[src/rtl/omre_pkg.sv]
package omre_pkg;

   // store size and derived widths
   localparam int CAPACITY = 1024;
   localparam int IDX_W    = (CAPACITY > 1) ? $clog2(CAPACITY) : 1;
   localparam int CNT_W    = $clog2(CAPACITY + 1);

   // field widths
   localparam int DATA_W   = 32;
   localparam int FUNC_W   = 3;
   localparam int STATUS_W = 2;
   localparam int RSP_W    = ((DATA_W + STATUS_W + 7) / 8) * 8;

   // reduction tree shape: two registered levels of FOLD_N-wide folds
   localparam int FOLD_N    = 32;
   localparam int GROUPS    = (CAPACITY + FOLD_N - 1) / FOLD_N;
   localparam int L2_GROUPS = (GROUPS + FOLD_N - 1) / FOLD_N;

   typedef enum logic [FUNC_W-1:0] {
      FN_INSERT = 3'd0,
      FN_DELETE = 3'd1,
      FN_RANK   = 3'd2,
      FN_KTH    = 3'd3,
      FN_PRED   = 3'd4,
      FN_SUCC   = 3'd5
   } func_type;

   localparam logic [STATUS_W-1:0] ST_OK      = 2'd0;
   localparam logic [STATUS_W-1:0] ST_MISSING = 2'd1;
   localparam logic [STATUS_W-1:0] ST_FULL    = 2'd2;

   // operation broadcast to every cell
   typedef struct packed {
      func_type                  func;
      logic signed [DATA_W-1:0]  operand;
   } op_type;

   // shift command applied to the whole chain
   typedef struct packed {
      logic ins;
      logic del;
   } commit_type;

   // what a cell shows its neighbors
   typedef struct packed {
      logic                      lt;
      logic                      le;
      logic signed [DATA_W-1:0]  value;
   } view_type;

   // one candidate answer, at most one is set per query
   typedef struct packed {
      logic                hit;
      logic [DATA_W-1:0]   data;
   } tag_type;

endpackage

[src/rtl/omre_fold.sv]
module omre_fold (
   input  logic               clock,
   input  logic               reset,
   input  omre_pkg::tag_type  tags [omre_pkg::FOLD_N],
   output omre_pkg::tag_type  sum
);

   omre_pkg::tag_type sum_ff;
   omre_pkg::tag_type sum_in;

   // at most one input hits, so an or merges them
   always_comb begin
      sum_in = '0;
      for (int i = 0; i < omre_pkg::FOLD_N; i++) begin
         sum_in.hit  = sum_in.hit | tags[i].hit;
         sum_in.data = sum_in.data | (tags[i].hit ? tags[i].data : '0);
      end
   end

   always_ff @(posedge clock) begin
      if (reset) begin
         sum_ff.hit <= 1'b0;
      end else begin
         sum_ff.hit <= sum_in.hit;
      end
      sum_ff.data <= sum_in.data;
   end

   assign sum = sum_ff;

endmodule

[config.mk]
export PLATFORM = sky130hd
export DESIGN_NAME = omre_fold
export DESIGN_NICKNAME = d
export VERILOG_FILES = /design/src/rtl/omre_pkg.sv /design/src/rtl/omre_fold.sv
export SDC_FILE = /design/constraint.sdc
export NUM_CORES = 1
export LEC_CHECK = 0
export BUFFER_PORTS_ARGS = -buffer_cell sky130_fd_sc_hd__buf_2
export CAP_MARGIN = 15
export CORE_AREA = 3 3 426 428
export DETAILED_ROUTE_END_ITERATION = 16
export DIE_AREA = 0 0 429 431
export GPL_ROUTABILITY_DRIVEN = 0
export PLACE_DENSITY = 0.33
export SYNTH_ARGS = -nofsm -noshare
export SYNTH_HDL_FRONTEND = slang
export SYNTH_SLANG_ARGS = --single-unit
[constraint.sdc]
create_clock -name clock -period 3 [get_ports clock]
set_clock_uncertainty 0.05 [all_clocks]
set_input_delay 0.3 -clock clock [delete_from_list [all_inputs] [get_ports clock]]
set_output_delay 0.3 -clock clock [all_outputs]
set_load 0.02 [all_outputs]
Word level (Yosys, flattened, before mapping)
Index checks and enable logic that the tools add are counted.

word-level totals
  bits in registers = 33
  bits in latches = 0
  bits in writable memories = 0
  memory bits (read-only) = 0
  output and inout port bits = 33
  logic and storage cells = 96
  memories kept = 0

cells by class
  add/sub/neg operators = 0
  multipliers = 0
  div/mod/pow operators = 0
  $lt $le $gt $ge = 0
  equal/unequal tests = 0
  shift operators = 0
  muxes and demuxes = 32
  bitwise logic cells = 62
  reduce and logical (&&, ||, !) cells = 0

operator list
  kind                number
  32-bit two-way mux  32
  32-bit OR           31
  1-bit OR            31

Longest topological paths before layout
  depth after elaboration = 32
  gate-level depth with buffers = 5
  mapped depth without buffers = 3

Worst setup path before layout
No wires, ideal clock.

  path kind = in2reg
  start point = input tags[197] (netlist bit)
  end point = register sum_ff (netlist bit sum[22])
  arrival = 1290 ps
  data required time = 2816 ps
  path slack = 1526 ps
  cell stages on the path = 5
  path buffers = 2
  path through = buf_2 > buf_6 > a22oi_1 > nand4_1 > or4_1

RTL lines
  what         line            source
  from (decl)  omre_fold.sv:4  input omre_pkg::tag_type tags [omre_pkg::FOLD_N],
  to (decl)    omre_fold.sv:8  omre_pkg::tag_type sum_ff;

==> summary.txt <==
Worst setup path
  • CP endpoint: sum[23]
  • Max incr delay on CP: 0.71 ns
  • Worst setup EP type: flop
  • CP bufs+invs: 2
  • Critical path class: input pin to flop
  • Worst setup path startpoint: tags[98]
  • Critical-path cell list: buf_2 -> buf_4 -> a22oi_1 -> nand4_1 -> or4_1
  • Worst path top cell family by delay: simple AND/OR/NAND/NOR gates
  • Worst path depth: 5
  • Startpoint Class: input pin
  • Worst EP arrival: 2.64 ns
  • Worst EP required: 3.18 ns
  • Slowest-stage cell, CP: a22oi_1
  • CP Max Fanout: 25

Logic synthesis
  • Post-synthesis area per instance: 7.78 um^2
  • Synth warn: 0
  • Compound-Gate Fraction of Synth Area: 0.586
  • Post-Synth XOR/XNOR Area: 0
  • Largest family of logic cells by synthesized area: compound AO/OA/AOI/OAI gates
  • Netlist Area Pre-Place: 6570 um^2
  • Mux share of post-synthesis cell area: 0
  • Sequential area share after synthesis: 0.101
  • Syn Nets: 1902
  • Simple logic cell fraction of the synthesized area: 0.169
  • Synth cell types: 13
  • Adder-Cell Fraction of Synth Area: 0
  • Register bit total from synthesis: 33
  • Syn Inst Count: 844

Floorplan
  • I/O Pins: 1091
  • Initial core utilization: 0.0368
  • Die area: 185000 um^2
  • Die span in y: 431 um
  • Die width: 429 um
  • Cell Rows: 155
  • Core Area: 178000 um^2

Power and ir drop
  • Net Sw Power: 0.00170 W
  • Combinational share of power: 0.642
  • P_leak: 6.34 nW
  • VDD IR-drop max: 0.205 mV
  • PD cells: 226 nW/um^2
  • Internal: 0.00169 W
  • Register share of total power: 0.130
  • Clock Power Share: 0.228
  • Switching share of power: 0.501

STA
  • Fmax: 407 MHz
  • Final setup vio count: 0
  • Rel. slew slack: 0.181
  • Slew of the pin with the lowest slew margin: 1.23 ns
  • Fin. max-slew vios: 0
  • Final Hold Fails: 0
  • Tmin final: 2.46 ns
  • RSZ-0062 raised after global routing: no
  • Period utilization: 0.819
  • TNS Setup: 0 ns
  • Worst hold slack: 0.160 ns

Drt
  • Routed Antenna Nets: 0
  • DRC violations left: 0
  • Routed length per placed instance: 40.8 um
  • Number of vias in the routed layout: 16182
  • Routed vias/inst: 3.71
  • Total wire length: 178000 um
  • DRT Pass-1 Iters: 10
  • DRT iter0 DRCs: 2455

CTS
  • Post-CTS sizing: 0
  • Root Driver: clkbuf_16
  • CTS buffer count: 5
  • Num Clock Sinks: 33
  • CTS max path bufs: 2
  • H-Tree Depth: 2
  • CTS clk-pin slew, worst paths: 0.10 ns
  • Postcts setup bufs: 0
  • Cts-stage hold buffer count: 0
  • CTS tree: done

Outcome
  • Status: completed

Flow run
  • Max Cap Viol: 0

Layout
  • Post-Layout Cell Count: 4358
  • Final #Nets: 2935
  • Largest register FFs: 33
  • Fillers: 21069
  • Share of cells above drive strength 1: 0.618
  • Multi-input logic area: 4960 um^2
  • Area grow syn2layout: 129%
  • Reg area: 661 um^2

Global route
  • Grt ovf: 0
  • First-pass GRT wire length: 209000 um
  • Global Route Usage Sum: 0.182
  • Initial antenna violation count: 343
  • Largest net degree at the start of global routing: 34
  • Vias in the first global route: 14753

Place
  • Detailed Place HPWL: 162000 um
  • IO buf count: 1090
  • # placed instances: 4225

Worst hold path
  • Worst Hold Class: input pin to flop
==> cells in the mapped netlist <==
| cell | number | area share |
|---|---|---|
| clkbuf_2 | 2 | 0.0015 |
| nand4_1 | 128 | 0.12 |
| a22oi_1 | 512 | 0.59 |
| buf_4 | 3 | 0.0034 |
| clkbuf_1 | 36 | 0.021 |
| buf_2 | 33 | 0.025 |
| clkbuf_8 | 3 | 0.0063 |
| nor4_1 | 8 | 0.0076 |
| or4_1 | 32 | 0.037 |
| and4_1 | 2 | 0.0027 |
| a21oi_1 | 1 | 0.00076 |
| dfxtp_1 | 33 | 0.10 |
| buf_6 | 51 | 0.087 |
==> final cells by class <==
class	instances	share of cell area
Sequential cell	33	0.0440
Tap cell	2355	0.196
Multi-Input combinational cell	683	0.330
Clock buffer	7	0.00950
Timing Repair Buffer	1154	0.397
Antenna cell	125	0.0208
Clock inverter	1	0.00200
==> metal layers <==
layer	wire (um)	global-route usage	share of wire
met1	65800	0.206	0.37
met2	78300	0.286	0.44
met4	7170	0.0566	0.040
met5	1100	0	0.0062
met3	25600	0.106	0.14
==> logic make-up after synthesis <==
group                  Yosys count
and+or+nand+nor                170
DFF                             33
buffers and inverters          128
AOI/OAI and AO/OA              513
==> per-stage QoR <==
step	cell area, um^2	worst slack (ns)	total power (W)	utilization
after floorplan	6570	1.53	0.00111	-
after global placement	14500	0.106	0.00262	0.0815
after detailed placement	14500	0.0839	0.00261	0.0815
after CTS	14700	0.493	0.00345	0.0825
after global routing	14800	0.481	0.00353	0.0831
final	15000	0.542	0.00339	0.0842
==> power groups by stage <==
stage	registers, W	clock network (W)	logic, W
floorplan	0.000450	0	0.000658
detailed placement	0.000450	0	0.00216
CTS	0.000440	0.000839	0.00217
global route	0.000440	0.000826	0.00226
finish	0.000440	0.000773	0.00218
global placement	0.000450	0	0.00217
==> cell usage in the layout, fill, tap and decap left out, drive strengths merged <==
cell    count
dfxtp      33
or4        32
a21oi       1
buf      1154
a22oi     512
diode     125
nand4     128
clkbuf      7
nor4        8
bufinv      1
and4        2
==> worst min path at each step <==
stage | slack (ns) | endpoint | startpoint | depth (start not counted)
global placement | 0.50 | sum[32] | reset | 2
CTS | 0.12 | sum[32] | reset | 2
finish | 0.16 | sum[32] | reset | 2
detailed placement | 0.49 | sum[32] | reset | 2
floorplan | 0.32 | sum[32] | reset | 1
global route | 0.13 | sum[32] | reset | 2
(Power assumes the default switching activity.)
