$ cat src/rtl/omre_pkg.sv
package omre_pkg;

   // store size and derived widths
   localparam int CAPACITY = 1024;
   localparam int IDX_W    = (CAPACITY > 1) ? $clog2(CAPACITY) : 1;
   localparam int CNT_W    = $clog2(CAPACITY + 1);

   // field widths
   localparam int DATA_W   = 32;
   localparam int FUNC_W   = 3;
   localparam int STATUS_W = 2;
   localparam int RSP_W    = ((DATA_W + STATUS_W + 7) / 8) * 8;

   // reduction tree shape: two registered levels of FOLD_N-wide folds
   localparam int FOLD_N    = 32;
   localparam int GROUPS    = (CAPACITY + FOLD_N - 1) / FOLD_N;
   localparam int L2_GROUPS = (GROUPS + FOLD_N - 1) / FOLD_N;

   typedef enum logic [FUNC_W-1:0] {
      FN_INSERT = 3'd0,
      FN_DELETE = 3'd1,
      FN_RANK   = 3'd2,
      FN_KTH    = 3'd3,
      FN_PRED   = 3'd4,
      FN_SUCC   = 3'd5
   } func_type;

   localparam logic [STATUS_W-1:0] ST_OK      = 2'd0;
   localparam logic [STATUS_W-1:0] ST_MISSING = 2'd1;
   localparam logic [STATUS_W-1:0] ST_FULL    = 2'd2;

   // operation broadcast to every cell
   typedef struct packed {
      func_type                  func;
      logic signed [DATA_W-1:0]  operand;
   } op_type;

   // shift command applied to the whole chain
   typedef struct packed {
      logic ins;
      logic del;
   } commit_type;

   // what a cell shows its neighbors
   typedef struct packed {
      logic                      lt;
      logic                      le;
      logic signed [DATA_W-1:0]  value;
   } view_type;

   // one candidate answer, at most one is set per query
   typedef struct packed {
      logic                hit;
      logic [DATA_W-1:0]   data;
   } tag_type;

endpackage

$ cat src/rtl/omre_cell.sv
module omre_cell (
   input  logic                            clock,
   input  logic                            reset,
   input  logic [omre_pkg::IDX_W-1:0]      cell_index,
   input  logic [omre_pkg::CNT_W-1:0]      live,
   input  omre_pkg::op_type                op,
   input  omre_pkg::commit_type            commit,
   input  omre_pkg::view_type              left,
   input  omre_pkg::view_type              right,
   output omre_pkg::view_type              view,
   output omre_pkg::tag_type               tag
);

   logic signed [omre_pkg::DATA_W-1:0] value_ff;
   logic signed [omre_pkg::DATA_W-1:0] value_in;
   logic                               lt_ff;
   logic                               le_ff;
   logic                               lt_in;
   logic                               le_in;
   omre_pkg::tag_type                  tag_ff;
   omre_pkg::tag_type                  tag_in;
   logic                               valid;
   logic [omre_pkg::DATA_W-1:0]        pos1;

   // entry is live when it sits below the fill count
   assign valid = omre_pkg::CNT_W'(cell_index) < live;
   assign pos1  = omre_pkg::DATA_W'(cell_index) + omre_pkg::DATA_W'(1);

   // local compare against the broadcast operand
   assign lt_in = valid && (value_ff <  op.operand);
   assign le_in = valid && (value_ff <= op.operand);

   // candidate answer from own flags and neighbor flags
   always_comb begin
      tag_in.hit  = 1'b0;
      tag_in.data = value_ff;
      unique case (op.func)
         omre_pkg::FN_RANK: begin
            tag_in.hit  = lt_ff && !right.lt;
            tag_in.data = pos1;
         end
         omre_pkg::FN_KTH: begin
            tag_in.hit = valid && ($unsigned(op.operand) == pos1);
         end
         omre_pkg::FN_PRED: begin
            tag_in.hit = lt_ff && !right.lt;
         end
         omre_pkg::FN_SUCC: begin
            tag_in.hit = valid && !le_ff && left.le;
         end
         omre_pkg::FN_DELETE: begin
            tag_in.hit = le_ff && !lt_ff && left.lt;
         end
         default: begin
            tag_in.hit = 1'b0;
         end
      endcase
   end

   // shift right on insert, shift left on delete
   always_comb begin
      value_in = value_ff;
      if (commit.ins && !le_ff) begin
         value_in = left.le ? op.operand : left.value;
      end else if (commit.del && !lt_ff) begin
         value_in = right.value;
      end
   end

   // stored value
   always_ff @(posedge clock) begin
      value_ff <= value_in;
   end

   // flags and candidate
   always_ff @(posedge clock) begin
      if (reset) begin
         lt_ff      <= 1'b0;
         le_ff      <= 1'b0;
         tag_ff.hit <= 1'b0;
      end else begin
         lt_ff      <= lt_in;
         le_ff      <= le_in;
         tag_ff.hit <= tag_in.hit;
      end
      tag_ff.data <= tag_in.data;
   end

   assign view.lt    = lt_ff;
   assign view.le    = le_ff;
   assign view.value = value_ff;
   assign tag        = tag_ff;

endmodule

$ cat config.mk
export PLATFORM = sky130hd
export DESIGN_NAME = omre_cell
export DESIGN_NICKNAME = d
export VERILOG_FILES = /design/src/rtl/omre_pkg.sv /design/src/rtl/omre_cell.sv
export SDC_FILE = /design/constraint.sdc
export NUM_CORES = 1
export LEC_CHECK = 0
export ABC_AREA = 1
export BUFFER_PORTS_ARGS = -buffer_cell sky130_fd_sc_hd__buf_2
export CAP_MARGIN = 5
export CORE_MARGIN = 4
export CORE_UTILIZATION = 48
export DETAILED_ROUTE_END_ITERATION = 8
export PLACE_DENSITY = 0.84
export SYNTH_ARGS = -nofsm -noshare
export SYNTH_HDL_FRONTEND = slang
export SYNTH_SLANG_ARGS = --single-unit
$ cat constraint.sdc
create_clock -name clock -period 4.6 [get_ports clock]
set_input_delay 0.92 -clock clock [delete_from_list [all_inputs] [get_ports clock]]
set_output_delay 0.92 -clock clock [all_outputs]
set_load 0.005 [all_outputs]
After elaboration in Yosys (flattened, before gate mapping). Index checks and enable logic that the tools add are counted.

Add/sub/neg operators: 1. Order comparisons: 3. Equal/unequal tests: 6. Mux-type cells: 5. Reduce and logical (&&, ||, !) cells: 15.

Operators by type and width (number): $mux 32 (4); $eq 32x11->1 (1); $le 32x32->1 (1); $lt 32x32->1 (1); $add 10x1->11 const B (1); $lt 10x11->1 (1); $logic_and 1x1->1 (10); $eq 3x2->1 const B (2); $eq 3x3->1 const B (2); $pmux 1 s4 (1); $eq 3x1->1 const B (1); $logic_not 1->1 (3); $reduce_bool 2->1 (1); $reduce_or 2->1 (1).

Bits in registers: 67. Input bits: 128. Output and inout bits: 67. Logic and storage cells: 35.

Depth between registers and ports, before layout. Gate-level depths: netlist of the first run.

Word-level depth: 4. Depth in mapped cells: 14. Gate-level depth less buffers: 14.

Least setup slack after synthesis of the first run. OpenSTA, ideal clock, no wires.

Kind: input to register. Start point: input port commit[0] in the netlist's numbering. End point: register value_ff[0] in the netlist's numbering (enable). Library setup time: 0.466 ns. Arrival: 3.226 ns. Data required time: 4.134 ns. Setup slack: 0.908 ns. Cell stages on the path: 2. Buffers on the path: 0. Cells stage by stage: inv_1 o21ai_0.

Cells in the longest elaborated chain, start to end: 2.

Ends and longest elaborated chain: start, declared (line omre_cell.sv:7) `input omre_pkg::commit_type commit,`; $logic_and 1x1->1 (line omre_cell.sv:65) `end else if (commit.del && !lt_ff) begin`; $reduce_bool 2->1 (no source line); end signal, assigned (line omre_cell.sv:72) `value_ff <= value_in;`; end, declared (line omre_cell.sv:14) `logic signed [omre_pkg::DATA_W-1:0] value_ff;`.

No other way between the ends. A chain may end at the register's enable or synchronous reset.

Worst setup path after layout of the first run.
Start point: input port left[32] in the netlist's numbering. End point: register value_ff[8] in the netlist's numbering, data pin.

Cells in the longest elaborated chain, start to end: 2.

Ends and longest elaborated chain: start, declared (line omre_cell.sv:8) `input omre_pkg::view_type left,`; $mux 32 (line omre_cell.sv:64) `value_in = left.le ? op.operand : left.value;`; $mux 32 (line omre_cell.sv:63) `if (commit.ins && !le_ff) begin`; via value_in, one bit (line omre_cell.sv:15) `logic signed [omre_pkg::DATA_W-1:0] value_in;`.

The timed path passes the listed nets, and every way through them passes these cells.

==> results of run 1 <==
state kept, by name, summed over array words and instances, names as in the netlist:
register,flops
lt_ff,1
le_ff,1
tag,33
value_ff,32
layout make-up:
class / instances / area share (%)
Timing Repair Buffer: 195 / 17.7
Inverter: 93 / 6.31
Sequential cell: 67 / 30.0
Multi-Input combinational cell: 411 / 39.6
Clock inverter: 7 / 1.67
Tap cell: 108 / 2.44
Clock buffer: 9 / 2.24
worst paths after layout:
check | to | cells past startpoint
hold reg to reg | tag[27]$_SDFF_PN0_ | 2
setup / recovery | value_ff[8]$_DFFE_PP_ | 5
hold / removal | tag[27]$_SDFF_PN0_ | 2
setup reg to reg | le_ff$_SDFF_PP0_ | 10
cell families after synthesis:
| logic type | count (synthesis) |
|---|---|
| AND/OR/NAND/NOR | 262 |
| buffers and inverters | 112 |
| AO/OA/AOI/OAI | 105 |
| flip-flops | 67 |
| adder cells (fa/ha/maj) | 42 |
| XOR/XNOR | 2 |
worst max-delay path: stages:
cell and delay, ps:
buf_2 90, buf_4 250, inv_1 970, a21oi_1 170
a21oi_1 240
power by group through the flow:
stage               logic (W)  registers [W]  clock network, W
floorplan            0.000289       0.000833                 0
global placement     0.000532       0.000825                 0
detailed placement   0.000554       0.000831                 0
CTS                  0.000558       0.000818          0.000563
global route         0.000638       0.000831          0.000581
finish               0.000557       0.000818          0.000552
per-stage QoR:
stage,area [um^2],cells,worst slack [ps]
5_1_grt,5530,890,1990
2_1_floorplan,4270,590,908
4_1_cts,5530,890,2160
6_report,5530,890,2100
3_5_place_dp,5320,874,1790
3_3_place_gp,5320,874,1860
cells in the mapped netlist:
master | n | area [um^2]
nor4_1 | 3 | 18.8
o211ai_1 | 1 | 7.51
dfxtp_1 | 35 | 701
nand4_1 | 5 | 31.3
nor2_1 | 62 | 233
nand2_2 | 1 | 6.26
nor3_1 | 6 | 30.0
nor3_4 | 1 | 16.3
nor3_2 | 2 | 20.0
nand2_1 | 148 | 556
xnor2_1 | 1 | 8.76
xor2_1 | 1 | 8.76
o21ai_0 | 17 | 85.1
buf_1 | 3 | 11.3
buf_2 | 1 | 5.00
a21oi_2 | 1 | 8.76
a21o_1 | 1 | 7.51
a21oi_1 | 85 | 425
nor2_2 | 1 | 6.26
inv_1 | 92 | 345
inv_2 | 1 | 3.75
nor2_4 | 1 | 11.3
ha_1 | 42 | 526
nand3b_1 | 1 | 7.51
edfxtp_1 | 32 | 961
clkbuf_1 | 13 | 48.8
nand3_1 | 29 | 145
buf_4 | 2 | 15.0
nand3_2 | 2 | 20.0
layer usage:
layer / wire [um] / GRT usage, % / part of all wire [%] / vias to the layer above
li1: - / - / - / 2279
met1: 5290 / 30.4 / 39 / 2096
met2: 6990 / 46.5 / 52 / 194
met3: 913 / 4.71 / 6.8 / 26
met4: 290 / 8.07 / 2.2 / 0
met5: 0 / 0 / 0 / -
==> results.md, run 1 <==
* Worst Path Required at 4780 ps
* Clk pwr share at 28.6%
* Dpl hpwl at 10200 um
* Layout cell share with drive strength beyond 1 at 28.3%
* Endpoints failing hold at 0
* Net Count, Synth at 760
* Total gr overflow at 0
* CP max FO at 33
* Slew headroom at 14.6%
* Pin count of the biggest net entering global routing at 40
* Die Span X at 102 um
* Commonest non-fill, non-tap cells in the layout: buf_2, nand2_1, inv_1, a21oi_1, nor2_1
* Total track usage at 25.6%
* Synth Area in Adders at 12.3%
* Mapped Cells at 590
* Hold Path Origin: value_ff[27]$_DFFE_PP_
* Fin Setup TNS at 0 ps
* Worst Setup SP: left[32]
* Mux contribution to synthesized area at 0%
* #FFs+latches synth at 67
* Max Clk Rate at 401 MHz
* Crit Path Class: in2reg
* DR WL/cell at 15.2 um
* Vias per cell at 5.16
* Remaining DRCs at 0
* Ant diodes at 0
* Clock Sink Count at 67
* CTS tree: built
* Gpl congestion at 0.802
* Combinational share of power at 28.9%
* ANT nets after route at 0
* Leak pwr at 3.07 nW
* Final-report max-slew violation count at 0
* Global-route wire length before repair at 21100 um
* Slew @ Worst Pin at 1280 ps
* Final WL at 13500 um
* Initial antenna violation count at 0
* Number of global-route vias before repair at 4565
* FF-to-FF setup slack at 2580 ps
* Via count at 4595
* Clock Tree Buf Depth at 2
* Area Growth Syn to Fin at 29.6%
* Status: finished, final reports clean
* First-pass DRT Iterations at 5
* Register area at 1660 um^2
* Sw Pwr at 0.000632 W
* Starting density of the core at 49.2%
* Compound-Gate Fraction of Synth Area at 12.5%
* Tmin final at 2500 ps
* CTS Hold Buffers Added at 0
* Netlist cell types at 29
* Switching Share at 32.8%
* Setup violators final at 0
* Final Core Density at 63.8%
* DRT iter0 DRCs at 213
* Largest family of logic cells by synthesized area: simple AND/OR/NAND/NOR gates
* Pwr Density at 348 nW/um^2
* Simple-gate portion of the synthesized area at 25.8%
* Seq pwr share at 42.4%
* H-Tree Depth at 3
* Crit path launch type: primary input
* RSZ-0062 raised after global routing: false
* Worst EP arrival at 2670 ps
* Syn Area/Cell at 7.24 um^2
* Post-synth design cell area at 4270 um^2
* Final Skew at 7.06 ps
* Worst-Skew Late Latency at 350 ps
* TritonCTS Buffers at 9
* Top-level port count at 195
* Commonest non-fill, non-tap cell in the layout: buf_2
* # Max-Cap Violations at 0
* Worst-path clk slew at 80 ps
* Synth warn at 0
* Post-CTS Setup Inserts at 0
* Core Area at 8680 um^2
* XOR/XNOR Fraction of Synth Area at 0.410%
* Die ar. at 10500 um^2
* Sequential share of the synthesized area at 38.9%
* IO Port Bufs at 193
* Nets at 947
* Root Driver: clkbuf_8
* Hold_ws at 504 ps
* Tcrit/Tclk final at 54.3%
* Hold WC Path Type: reg2reg
* Die Ht at 102 um
* Crit Reg-Reg Startpoint: value_ff[31]$_DFFE_PP_
* CP Capture Type: register
* Post-CTS Resized at 0
* P_int at 0.00129 W
* Peak supply drop at 0.000216 V
* Design Power at 0.00193 W
* Final-layout fill cell count at 805
* Multi-input gate area at 2190 um^2
* Std cell rows at 34
Note: power is estimated with default switching activity, not from simulation.
==> run 2: changes to the inputs <==
--- a/config.mk
+++ b/config.mk
@@ -5,13 +5,13 @@
 export SDC_FILE = /design/constraint.sdc
 export NUM_CORES = 1
 export LEC_CHECK = 0
-export ABC_AREA = 1
+export ABC_AREA = 0
 export BUFFER_PORTS_ARGS = -buffer_cell sky130_fd_sc_hd__buf_2
 export CAP_MARGIN = 5
 export CORE_MARGIN = 4
 export CORE_UTILIZATION = 48
 export DETAILED_ROUTE_END_ITERATION = 8
-export PLACE_DENSITY = 0.84
+export PLACE_DENSITY = 0.83
 export SYNTH_ARGS = -nofsm -noshare
 export SYNTH_HDL_FRONTEND = slang
 export SYNTH_SLANG_ARGS = --single-unit
==> constraint.sdc (replaced) <==
create_clock -name clock -period 2.4 [get_ports clock]
set_input_delay 0.48 -clock clock [delete_from_list [all_inputs] [get_ports clock]]
set_output_delay 0.48 -clock clock [all_outputs]
set_load 0.005 [all_outputs]
==> run 2 against run 1 <==
  * Sequential cell count unchanged
  * Utilization increased by 1.3 points
  * Power increased by 99%
  * Synthesized cell count decreased by 19%
  * Via count decreased by 8.0%
  * First-iteration DRC count decreased by 10%
  * Global-route usage decreased by 1.4 points
  * Routed wire length decreased by 4.1%
  * Critical path type is now reg2reg
==> results.md, run 2 <==
* Status: finished, final reports clean
* Sequential share of the synthesized area at 38.4%
* Clock Tree Buf Depth at 2
* Final Skew at 8.90 ps
* Total gr overflow at 0
* EDFF count, synth at 32
* Net Count, Synth at 646
* # Max-Cap Violations at 0
* Commonest non-fill, non-tap cells in the layout: buf_2, nand2_1, o21ai_0, inv_1, ha_1
* R2r worst-path depth at 7
* DRT iter0 DRCs at 191
* CP max FO at 3
* Pin count of the biggest net entering global routing at 30
* Number of global-route vias before repair at 4261
* FF-to-FF setup slack at 220 ps
* DR WL/cell at 16.5 um
* First-pass DRT Iterations at 4
* Worst-path clk slew at 80 ps
* Pwr Density at 672 nW/um^2
* Most frequent cell after synthesis: nand2_1
* CTS tree: built
* Layout cell share with drive strength beyond 1 at 33.8%
* Max Clk Rate at 459 MHz
* Tcrit/Tclk final at 90.8%
* Hold_ws at 368 ps
* Die Span X at 103 um
* Setup violators final at 0
* TritonCTS Buffers at 9
* Core Area at 8760 um^2
* Worst Hold End: tag[32]$_SDFF_PP0_
* Total track usage at 24.2%
* Hold WC Path Type: in2reg
* Most used DFF post-synth: dfxtp_1
* Root Driver: clkbuf_8
* Syn Area/Cell at 9.08 um^2
* Gpl congestion at 0.847
* Die Ht at 103 um
* ANT nets after route at 0
* Max reg flops at 33
* Final Core Density at 65.0%
* Initial antenna violation count at 0
* Fin Setup TNS at 0 ps
* Hold Path Origin: reset
* Vias per cell at 5.41
* Cells taking the most area after synthesis: edfxtp_1, dfxtp_1, ha_1
* Crit Path Class: reg2reg
* Final WL at 12900 um
* IO Port Bufs at 193
* Peak supply drop at 0.000330 V
* Hold depth at 2
* Clock Sink Count at 67
* Crit Reg-Reg Startpoint: value_ff[14]$_DFFE_PP_
* Post-synth design cell area at 4320 um^2
* Tmin final at 2180 ps
* Netlist cell types at 53
* FFs w/ async S/R, synth at 0%
* Starting density of the core at 49.3%
* Ant diodes at 0
* Crit path launch type: register
* Slew headroom at 62.0%
* Die ar. at 10600 um^2
* Dpl hpwl at 10500 um
* Cell taking the most area after synthesis: edfxtp_1
* R2R Path End: lt_ff$_SDFF_PP0_
* CP Capture Type: register
* Mapped Cells at 476
* Top post-synthesis cells by count: nand2_1, o21ai_0, inv_1, ha_1, dfxtp_1
* RSZ-0062 raised after global routing: false
* Nets at 839
* Worst EP arrival at 2410 ps
* Worst-Skew Late Latency at 340 ps
* Global-route wire length before repair at 20100 um
* Commonest non-fill, non-tap cell in the layout: buf_2
* Remaining DRCs at 0
* #FFs+latches synth at 67
* Slew @ Worst Pin at 571 ps
* Endpoints failing hold at 0
* Non-Filler Instances at 782
* Synth top area share at 22.2%
* Leak pwr at 2.87 nW
* Worst Path Required at 2630 ps
* Std cell rows at 34
* Synth warn at 0
* Area Growth Syn to Fin at 31.8%
* Placed cell count at 766
* H-Tree Depth at 3
* Final-report max-slew violation count at 0
* Via count at 4229
* Top-level port count at 195
==> run 2: cell types whose count changed after synthesis, sizes merged, moves of 7 or more <==
cell,delta
mux2i,+33
nand3,-16
nand2,-94
o21ai,+35
nor2,-53
xnor2,+7
inv,-48
and2,+22
a21oi,-71
==> run 2: worst max-delay path by stage <==
stage,start,endpoint,cells past startpoint
global placement,op[14],lt_ff$_SDFF_PP0_,9
floorplan,commit[0],value_ff[0]$_DFFE_PP_,2
detailed placement,op[14],lt_ff$_SDFF_PP0_,9
global route,value_ff[14]$_DFFE_PP_,lt_ff$_SDFF_PP0_,7
finish,value_ff[14]$_DFFE_PP_,lt_ff$_SDFF_PP0_,7
CTS,value_ff[14]$_DFFE_PP_,lt_ff$_SDFF_PP0_,7
==> run 2: routing by layer <==
layer	track usage [%]	up-vias	part of all wire (%)
li1	-	2083	-
met1	30.3	1972	40
met2	42.4	152	52
met3	3.38	22	6.5
met4	8.57	0	2.0
met5	0	-	0
==> run 2: cell families (layout without fill, tap and decap cells) <==
kind of cell	count (synthesis)	after routing	synth area share, %
AND/OR/NAND/NOR	152	152	18.6
AO/OA/AOI/OAI	101	101	14.3
flip-flops	67	67	38.4
buffers and inverters	67	265	6.05
adder cells (fa/ha/maj)	42	42	12.2
multiplexers	34	34	7.90
XOR/XNOR	13	13	2.63
==> run 2: final cells by class <==
cell class	count	area [um^2]
tap	108	135
clock buffer	10	128
clock inverter	6	113
timing repair buffer	204	1070
sequential	67	1660
multi-input combinational	342	2420
inverter	45	169
fill	725	3060
==> run 2: per-stage QoR <==
step | worst slack, ps | power, W | area (um^2)
after global placement | 43.4 | 0.00265 | 5450
after CTS | 168 | 0.00385 | 5690
after floorplan | 13.8 | 0.00215 | 4320
after global routing | 2.71 | 0.00407 | 5700
final | 220 | 0.00383 | 5700
after detailed placement | -24.7 | 0.00270 | 5450
==> run 2: critical path, cell delays in order, from the launching register on <==
cell,delay [ps]
edfxtp_1,430
ha_1,350
nand4_1,170
nor4_2,430
a21boi_0,250
o31ai_1,120
a21boi_0,250
nor3b_1,80
==> run 2: where the power goes <==
part / switching, W / internal, W
Sequential: 0.000127 / 0.00146
Clock: 0.000460 / 0.000695
Combinational: 0.000577 / 0.000511
==> run 2: repair_timing <==
item / in CTS / in global routing
hold buffers: 0 / 0
endpoints found under the setup margin: 0 / 1
setup buffers: 0 / 0
gates resized for setup: 0 / 1
==> run 3: changes to the inputs <==
--- a/config.mk
+++ b/config.mk
@@ -12,6 +12,7 @@
 export CORE_UTILIZATION = 48
 export DETAILED_ROUTE_END_ITERATION = 8
 export PLACE_DENSITY = 0.83
+export REMOVE_ABC_BUFFERS = 1
 export SYNTH_ARGS = -nofsm -noshare
 export SYNTH_HDL_FRONTEND = slang
 export SYNTH_SLANG_ARGS = --single-unit
==> run 3 against run 2 <==
  * Worst hold slack got worse by 13 ps
  * Global-route usage decreased by 0.52 points
  * Final cell count is 0.64% lower
  * Cell area is 1.1% lower
  * Critical endpoint unchanged
==> results.md, run 3 (synthesis gave the netlist of run 2 again) <==
* Clock Sink Count at 67
* Placed cell count at 761
* Non-Filler Instances at 777
* H-Tree Depth at 3
* Gpl congestion at 0.854
* Final WL at 12700 um
* Number of global-route vias before repair at 4036
* Leak pwr at 2.83 nW
* Slew @ Worst Pin at 784 ps
* Tmin final at 2140 ps
* TritonCTS Buffers at 9
* Total gr overflow at 0
* Die Ht at 103 um
* Dpl hpwl at 10200 um
* Setup violators final at 0
* Final-report max-slew violation count at 0
* Root Driver: clkbuf_8
* Max reg flops at 33
* Final Skew at 8.04 ps
* Tcrit/Tclk final at 89.2%
* Clock Tree Buf Depth at 2
* Pwr Density at 656 nW/um^2
* First-pass DRT Iterations at 5
* Initial antenna violation count at 0
* Worst-path clk slew at 80 ps
* Switching Share at 31.1%
* Peak supply drop at 0.000304 V
* Die Span X at 103 um
* Max Clk Rate at 467 MHz
* Worst Path Required at 2660 ps
* Starting density of the core at 49.3%
* DR WL/cell at 16.3 um
* Hold Path Origin: reset
* ANT nets after route at 0
* Hold depth at 2
* RSZ-0062 raised after global routing: false
* Area Growth Syn to Fin at 30.4%
* Slew headroom at 47.7%
* Pin count of the biggest net entering global routing at 43
* Total track usage at 23.7%
* Commonest non-fill, non-tap cells in the layout: buf_2, nand2_1, o21ai_0, inv_1, ha_1
* Worst Hold End: tag[32]$_SDFF_PP0_
* CP max FO at 3
* DP Area at 5420 um^2
* Remaining DRCs at 0
* Worst-Skew Late Latency at 330 ps
* Crit path launch type: register
* Commonest non-fill, non-tap cell in the layout: buf_2
* Sw Pwr at 0.00115 W
* Std cell rows at 34
* Multi-input gate area at 2420 um^2
* Post-CTS Setup Inserts at 0
* # Max-Cap Violations at 0
* Crit Reg-Reg Startpoint: value_ff[5]$_DFFE_PP_
* Seq pwr share at 42.8%
* Vias per cell at 5.52
* Hold WC Path Type: in2reg
* Layout cell share with drive strength beyond 1 at 33.3%
* Final-layout fill cell count at 752
* FF-to-FF setup slack at 260 ps
* Fin area at 5640 um^2
* Die ar. at 10600 um^2
* P_int at 0.00255 W
* Global-route wire length before repair at 19600 um
* Ant diodes at 0
* Clk pwr share at 27.9%
* Combinational share of power at 29.3%
* R2r worst-path depth at 7
* DRT iter0 DRCs at 219
* Crit Path Class: reg2reg
* Register area at 1660 um^2
* Final Core Density at 64.3%
* R2R Path End: lt_ff$_SDFF_PP0_
* Worst EP arrival at 2400 ps
* Core Area at 8760 um^2
* IO Port Bufs at 193
* Nets at 834
* CP Capture Type: register
* Top-level port count at 195
* CTS tree: built
* Via count at 4289
* Endpoints failing hold at 0
* Status: finished, final reports clean
[run 3: cell count changes in the layout (fill, tap and decap cells not counted), sizes merged]
cell	change
clkbuf	-1
buf	-5
inv	-1
bufinv	-1
clkinvlp	+2
clkinv	+1
[run 3: stage by stage]
| step | hold WS (ps) | setup slack (ps) | power, W | setup TNS [ps] |
|---|---|---|---|---|
| after floorplan | 492 | -1290 | 0.00211 | -41310 |
| after global routing | 344 | 13.9 | 0.00394 | 0 |
| after global placement | 488 | 23.5 | 0.00263 | 0 |
| after CTS | 335 | 167 | 0.00373 | 0 |
| final | 356 | 260 | 0.00370 | 0 |
| after detailed placement | 492 | -2.81 | 0.00269 | -2.81 |
[run 3: critical path, stage by stage (launching register included)]
cell and delay (ps):
edfxtp_1 430, ha_1 310, a21oi_1 180, o21ai_0 120, a221o_1 370, o31ai_1 320, a21boi_0 140, nor3b_1 200
[run 3: worst max path at each step]
stage | from | end | cells past startpoint
after detailed placement | op[14] | lt_ff$_SDFF_PP0_ | 9
final | value_ff[5]$_DFFE_PP_ | lt_ff$_SDFF_PP0_ | 7
after CTS | value_ff[14]$_DFFE_PP_ | lt_ff$_SDFF_PP0_ | 7
after global routing | value_ff[14]$_DFFE_PP_ | lt_ff$_SDFF_PP0_ | 7
after global placement | op[14] | lt_ff$_SDFF_PP0_ | 9
after floorplan | commit[1] | value_ff[0]$_DFFE_PP_ | 2
[run 3: what timing repair did]
action                     4_1_cts  5_1_grt
hold endpoints to repair         0        0
setup endpoints to repair        0        2
hold buffers                     0        0
gates resized for setup          0        1
[run 3: metal layers]
layer / share of wire, % / GRT usage (%)
met3: 6.8 / 3.59
met5: 0 / 0
met2: 52 / 41.8
met4: 1.4 / 7.17
met1: 40 / 29.7
[run 3: power by group through the flow]
stage / sequential [W] / clock [W] / combinational [W]
2_1_floorplan: 0.00162 / 0 / 0.000495
3_3_place_gp: 0.00160 / 0 / 0.00103
3_5_place_dp: 0.00161 / 0 / 0.00108
4_1_cts: 0.00159 / 0.00106 / 0.00109
5_1_grt: 0.00161 / 0.00111 / 0.00122
6_report: 0.00158 / 0.00103 / 0.00108
[run 3: final cells by class]
class                   instances  share of cell area, %
multi-input cells             342                   42.9
inverters                      45                   3.00
flip-flops and latches         67                   29.5
repair buffers                199                   18.4
well taps                     108                   2.40
clock buffers                   9                   2.20
clock inverters                 7                   1.64
